===== config.mk =====
export PLATFORM = sky130hd
export DESIGN_NAME = tccw_ctrl
export DESIGN_NICKNAME = d
export VERILOG_FILES = /design/src/rtl/tccw_pkg.sv /design/src/rtl/tccw_ctrl.sv
export SDC_FILE = /design/constraint.sdc
export NUM_CORES = 1
export LEC_CHECK = 0
export BUFFER_PORTS_ARGS = -buffer_cell sky130_fd_sc_hd__clkbuf_2
export CELL_PAD_IN_SITES_DETAIL_PLACEMENT = 1
export CELL_PAD_IN_SITES_GLOBAL_PLACEMENT = 2
export CORE_MARGIN = 2
export CORE_UTILIZATION = 21
export DETAILED_ROUTE_END_ITERATION = 10
export PLACE_DENSITY = 0.81
export SYNTH_ARGS = -nofsm -noshare
export SYNTH_HDL_FRONTEND = slang
export SYNTH_SLANG_ARGS = --single-unit
export TNS_END_PERCENT = 5

===== constraint.sdc =====
create_clock -name clk -period 2.2 [get_ports clk]
set_input_delay 0.11 -clock clk [delete_from_list [all_inputs] [get_ports clk]]
set_output_delay 0.11 -clock clk [all_outputs]
set_load 0.01 [all_outputs]

===== src/rtl/tccw_pkg.sv =====
`timescale 1ns / 1ps

package tccw_pkg;

    localparam int COLS_DEF = 80;
    localparam int ROWS_DEF = 25;

    localparam int CMD_W   = 2;
    localparam int CHAR_W  = 8;
    localparam int COLOR_W = 8;
    localparam int COL_W   = 7;
    localparam int ROW_W   = 5;
    localparam int ADDR_W  = 11;
    localparam int CELL_W  = 16;

    localparam logic [CHAR_W-1:0]  CH_NEWLINE   = 8'h0A;
    localparam logic [CHAR_W-1:0]  CH_RETURN    = 8'h0D;
    localparam logic [CHAR_W-1:0]  CH_BACKSPACE = 8'h08;
    localparam logic [CHAR_W-1:0]  BLANK_CHAR   = 8'h20;
    localparam logic [COLOR_W-1:0] RESET_COLOR  = 8'h07;

    typedef enum logic [CMD_W-1:0] {
        CMD_PUT   = 2'd0,
        CMD_WRITE = 2'd1,
        CMD_CLEAR = 2'd2,
        CMD_READ  = 2'd3
    } cmd_t;

    typedef enum logic [2:0] {
        ST_INIT,
        ST_IDLE,
        ST_EXEC,
        ST_SCR_PRIME,
        ST_SCR_COPY,
        ST_SCR_FILL,
        ST_CLEAR,
        ST_RESP
    } state_t;

    typedef struct packed {
        logic capture;
        logic exec_put;
        logic exec_write;
        logic rd_pos;
        logic rd_copy;
        logic copy_step;
        logic fill_step;
        logic fill_rst_color;
        logic ptr_clr;
        logic home;
        logic out_load;
    } ctrl_t;

    typedef struct packed {
        cmd_t cmd;
        logic need_scroll;
        logic ptr_copy_last;
        logic ptr_last;
    } stat_t;

endpackage


===== src/rtl/tccw_ctrl.sv =====
`timescale 1ns / 1ps

module tccw_ctrl
    import tccw_pkg::*;
(
    input  logic  clk,
    input  logic  rst_n,
    input  logic  s_tvalid,
    output logic  s_tready,
    output logic  m_tvalid,
    input  logic  m_tready,
    input  stat_t stat,
    output ctrl_t ctrl
);

    state_t state_reg;
    state_t state_next;
    logic   out_valid_reg;
    logic   out_valid_next;
    logic   out_free;

    assign out_free = !out_valid_reg || m_tready;
    assign s_tready = (state_reg == ST_IDLE);
    assign m_tvalid = out_valid_reg;

    always_ff @(posedge clk or negedge rst_n)
    begin
        if (!rst_n)
        begin
            state_reg     <= ST_INIT;
            out_valid_reg <= 1'b0;
        end
        else
        begin
            state_reg     <= state_next;
            out_valid_reg <= out_valid_next;
        end
    end

    always_comb
    begin
        if (ctrl.out_load)
            out_valid_next = 1'b1;
        else if (m_tready)
            out_valid_next = 1'b0;
        else
            out_valid_next = out_valid_reg;
    end

    // next state
    always_comb
    begin
        state_next = state_reg;
        case (state_reg)
            ST_INIT:
            begin
                if (stat.ptr_last)
                    state_next = ST_IDLE;
            end
            ST_IDLE:
            begin
                if (s_tvalid)
                    state_next = ST_EXEC;
            end
            ST_EXEC:
            begin
                case (stat.cmd)
                    CMD_PUT:   state_next = stat.need_scroll ? ST_SCR_PRIME : ST_RESP;
                    CMD_CLEAR: state_next = ST_CLEAR;
                    default:   state_next = ST_RESP;
                endcase
            end
            ST_SCR_PRIME: state_next = ST_SCR_COPY;
            ST_SCR_COPY:
            begin
                if (stat.ptr_copy_last)
                    state_next = ST_SCR_FILL;
            end
            ST_SCR_FILL,
            ST_CLEAR:
            begin
                if (stat.ptr_last)
                    state_next = ST_RESP;
            end
            ST_RESP:
            begin
                if (out_free)
                    state_next = ST_IDLE;
            end
            default: state_next = ST_INIT;
        endcase
    end

    // outputs
    always_comb
    begin
        ctrl = '0;
        case (state_reg)
            ST_INIT:
            begin
                ctrl.fill_step      = 1'b1;
                ctrl.fill_rst_color = 1'b1;
            end
            ST_IDLE:
            begin
                ctrl.capture = s_tvalid;
            end
            ST_EXEC:
            begin
                case (stat.cmd)
                    CMD_PUT:
                    begin
                        ctrl.exec_put = 1'b1;
                        ctrl.ptr_clr  = 1'b1;
                    end
                    CMD_WRITE: ctrl.exec_write = 1'b1;
                    CMD_CLEAR:
                    begin
                        ctrl.home    = 1'b1;
                        ctrl.ptr_clr = 1'b1;
                    end
                    default:   ctrl.rd_pos = 1'b1;
                endcase
            end
            ST_SCR_PRIME: ctrl.rd_copy   = 1'b1;
            ST_SCR_COPY:  ctrl.copy_step = 1'b1;
            ST_SCR_FILL,
            ST_CLEAR:     ctrl.fill_step = 1'b1;
            ST_RESP:      ctrl.out_load  = out_free;
            default:      ctrl = '0;
        endcase
    end

endmodule


Word-level counts from Yosys, hierarchy flattened
Cells that the tools add are included.
W data, S select, Z words.
{"block": "classes", "n_eq_ne": 14, "n_mux": 23, "n_reduce_logical": 10}
{"op": "$mux W3", "n": 7}
{"op": "$pmux W3 S7", "n": 1}
{"op": "$mux W1", "n": 13}
{"op": "$eq A3 B3 Y1 const B", "n": 4}
{"op": "$ne A2 B2 Y1 const B", "n": 5}
{"op": "$eq A3 B2 Y1 const B", "n": 2}
{"op": "$pmux W3 S2", "n": 1}
{"op": "$reduce_or A3 Y1", "n": 2}
{"op": "$reduce_and A5 Y1", "n": 1}
{"op": "$reduce_or A2 Y1", "n": 2}
{"op": "$eq A3 B1 Y1 const B", "n": 1}
{"op": "$logic_not A3 Y1", "n": 1}
{"op": "$eq A2 B1 Y1 const B", "n": 1}
{"op": "$eq A2 B2 Y1 const B", "n": 1}
{"op": "$logic_not A2 Y1", "n": 1}
{"op": "$mux W2", "n": 1}
{"op": "$reduce_bool A2 Y1", "n": 1}
{"op": "$logic_not A1 Y1", "n": 1}
{"op": "$logic_or A1 B1 Y1", "n": 1}
{"block": "word_totals", "ff_bits": 4}

Depth between registers and ports, before layout
{"block": "depth", "ltp_word": 4, "mapped_depth": 5, "mapped_depth_nobuf": 4}

Worst setup path after synthesis
No wires, ideal clock.
{"block": "synth_timing", "path_kind": "register -> register", "start": "register state_reg[0]", "end": "register state_reg[2]", "setup_time_ns": 0.125, "t_arrival_ns": 1.421, "required_time_ns": 2.075, "setup_slack_ns": 0.654, "path_stages_with_launch": 6, "synth_period_minus_slack_ns": 1.546, "path_cell_list": "dfrtp_1 > buf_6 > or4b_1 > a21oi_1 > a31oi_1 > mux2_2"}
{"block": "synth_via", "elab_chain_cells": 4, "elab_cells_between_ends": 16, "classes_between": "eq/ne: 12; mux: 1; reduce/logical: 3"}
{"item": "from (decl)", "line": "tccw_ctrl.sv:16", "text": "state_t state_reg;"}
{"item": "from (signal assigned)", "line": "tccw_ctrl.sv:35", "text": "state_reg <= state_next;"}
{"item": "$eq A3 B3 Y1", "line": "tccw_ctrl.sv:54", "text": "case (state_reg)"}
{"item": "$reduce_or A2 Y1"}
{"item": "$ne A2 B2 Y1 (no line)"}
{"item": "$reduce_and A5 Y1 (no line)"}
Parallel ways exist; a longest one is shown, timed or not.
A chain may end at the register's enable or synchronous reset.

Final worst setup path
{"block": "layout_timing", "start": "register state_reg[2]", "end": "register state_reg[2]"}
The elaborated chain is that of the path after synthesis.

==> metrics.md <==
| Metric | Value |
|---|---|
| Status | finished clean |
| Row count | 15 |
| Worst skew pair latency | 230 ps |
| DR vias | 414 |
| Grt ovf | 0 |
| Routed len/inst | 10.5 um |
| Largest net degree at the start of global routing | 17 |
| Cell Area, Synth | 395 um^2 |
| CORE AREA | 0.00175 mm^2 |
| Final worst path period share | 79.1% |
| CTS Sinks | 4 |
| Gr usage total | 10.3% |
| Clock Skew | 3.71 ps |
| Post-synth ARST share | 100% |
| Vias per inst | 4.36 |
| Met2 wire length | 534 um |
| Final setup violation count | 0 |
| DR pass1 iterations | 2 |
| CP max stage delay | 510 ps |
| CP max-delay cell | dfrtp_1 |
| Initial antenna violation count | 0 |
| TritonCTS clock tree | done |
| Final #Nets | 81 |
| Placed Instances | 91 |
| Synthesized area per cell | 8.07 um^2 |
| Postcts setup bufs | 0 |
| Die X | 47.4 um |
| I/O Buffers | 21 |
| Worst Hold End | m_tvalid$_DFFE_PN0P_ |
| FF-to-FF path depth | 4 |
| Initial Util | 22.7% |
| # IOs | 22 |
| Crit Path Max Fanout | 13 |
| CTS clk-pin slew, worst paths | 40 ps |
| Max rail drop VDD | 0.000350 V |
| CTS Buffer Depth | 2 |
| Static leakage | 0.268 nW |
| HP Start | m_tready |
| Max Slew Vio Count | 0 |
| Final worst slack | 461 ps |
| Largest register FFs | 3 |
| Metal3 WL | 34 um |
| RePlAce Congestion | 0.760 |
| CP Capture Type | flip-flop |
| Slew @ Worst Pin | 495 ps |
| Share of cells above drive strength 1 | 38.6% |
| Die height | 47.4 um |
| Unique masters post-synth | 26 |
| Fin crit period | 1740 ps |
| Setup CP Type | reg2reg |
| Share of the synthesized area in the top cell type | 25.3% |
| Syn Nets | 58 |
| CTS Root Cell | clkbuf_4 |
| Reg-to-reg slack, setup | 460 ps |
| First-pass GRT wire length | 1510 um |
| Reg2reg start | state_reg[2]$_DFFE_PN0P_ |
| Slew margin rel. | 67.0% |
| Data arrival time of the critical path | 1850 ps |
| Primary FF master, synth | dfrtp_1 |
| Fmax achieved | 575 MHz |
| Die area | 0.00225 mm^2 |
| Dpl cell area | 492 um^2 |
| Hold Fails Final Rpt | 0 |
| #FFs+latches synth | 4 |
| Remaining antenna violation count | 0 |
| Final WL | 999 um |
| Vias in the first global route | 381 |
| Startpoint Class | flip-flop |
| Post-Syn Instances | 49 |
| Antenna cells | 0 |
| Post-CTS Resized | 0 |
| Largest cells by area after synthesis | dfrtp_1 (25%), nor2_1 (8.5%), mux2i_1 (7.6%), nand2_1 (5.7%), buf_4 (3.8%) |
| CP required | 2310 ps |
| Number of max-cap violations | 0 |
| Final Instance Area | 524 um^2 |
| Register area share after synthesis | 25.3% |
| CTS buffer count | 3 |
| Met1 WL | 430 um |
| Crit path cell chain | or2b_1 -> o22a_1 -> o221ai_2 -> mux2_2 |
| Syn. warnings | 0 |
| Largest area contributor in the synthesized netlist | dfrtp_1 |
| Post-DP HPWL | 794 um |
| Final TNS setup | 0 ps |
| DRC viols | 0 |
| Pre-CTS setup slack | 459 ps |
| Worst min path class | in2reg |
| Post-layout utilization of the core | 30.0% |
| R2r endpoint | state_reg[2]$_DFFE_PN0P_ |
| Max layer used | met3 |
| Post-route insts no fill | 95 |
| P per Cell Area | 1210 mW/mm^2 |
| Unrepaired setup endpoints after global routing | no |
| Hold depth | 3 |
| Max H-tree Level | 1 |
| Number of flops mapped to enable cells by yosys | 0 |
| Iter 0 DRT Violations | 1 |
| Synthesis-to-finish area growth | 32.6% |
## how the worst max path moves through the flow
stage                             startpoint                  endpoint  slack, ps  cells past startpoint
floorplan           state_reg[0]$_DFFE_PN0P_  state_reg[2]$_DFFE_PN0P_        650                      5
global placement    state_reg[2]$_DFFE_PN0P_  state_reg[2]$_DFFE_PN0P_        500                      4
detailed placement  state_reg[2]$_DFFE_PN0P_  state_reg[2]$_DFFE_PN0P_        460                      4
CTS                 state_reg[2]$_DFFE_PN0P_  state_reg[2]$_DFFE_PN0P_        450                      4
global route        state_reg[2]$_DFFE_PN0P_  state_reg[2]$_DFFE_PN0P_        350                      4
finish              state_reg[2]$_DFFE_PN0P_  state_reg[2]$_DFFE_PN0P_        460                      4
## cell usage after synthesis (2+ instances only)
library cell  instances
a31oi_1               2
and2_1                2
buf_4                 2
dfrtp_1               4
mux2i_1               3
nand2_1               6
nand2b_1              2
nor2_1                9
nor3_1                2
## critical path: cells and delay by family, from the launching register on
family	cells	cell delay, ps
DFF	1	510
and+or+nand+nor	1	340
AOI/OAI and AO/OA	2	430
muxes	1	360
## metrics by stage
step	power (mW)	hold slack (ps)
detailed placement	0.553	-80.0
global placement	0.545	-80.4
floorplan	0.484	-186
global route	0.704	230
finish	0.633	218
CTS	0.648	206
## cell type report
class | instances | area [um^2]
timing repair buffer | 22 | 115
tap | 25 | 31.3
sequential | 4 | 100
inverter | 1 | 3.75
clock buffer | 3 | 22.5
fill | 235 | 1220
multi-input combinational | 40 | 251
## power breakdown
part | switching [mW] | internal, mW | total [mW]
clock network | 0.0275 | 0.0608 | 0.0883
registers | 0.0926 | 0.110 | 0.202
logic | 0.172 | 0.171 | 0.342
## timing repair
action	4_1_cts	5_1_grt
endpoints found under the setup margin	0	0
hold buffers	1	0
hold endpoints to repair	4	0
## cell usage in the layout, fill, tap and decap left out, drive strengths merged, types with 2 or more instances in the layout
cell type	Yosys	layout
clkbuf	1	24
nand2	6	6
and2	3	3
nor3	2	2
mux2i	3	3
nand2b	2	2
a31oi	2	2
nor2	9	9
dfrtp	4	4
## layer usage
| metal | up-vias | track usage [%] |
|---|---|---|
| li1 | 215 | - |
| met1 | 191 | 11.0 |
| met3 | 0 | 2.31 |
| met2 | 8 | 16.2 |
| met4 | 0 | 10.0 |
| met5 | - | 0 |
## cells by family (layout without fill, tap and decap cells)
family	count (synthesis)	count (layout)	synth area share (%)
AOI/OAI and AO/OA	7	7	13.6
buffers and inverters	5	26	11.1
and+or+nand+nor	29	29	39.6
DFF	4	4	25.3
muxes	4	4	10.4
Power figures use the tool's default switching activity.
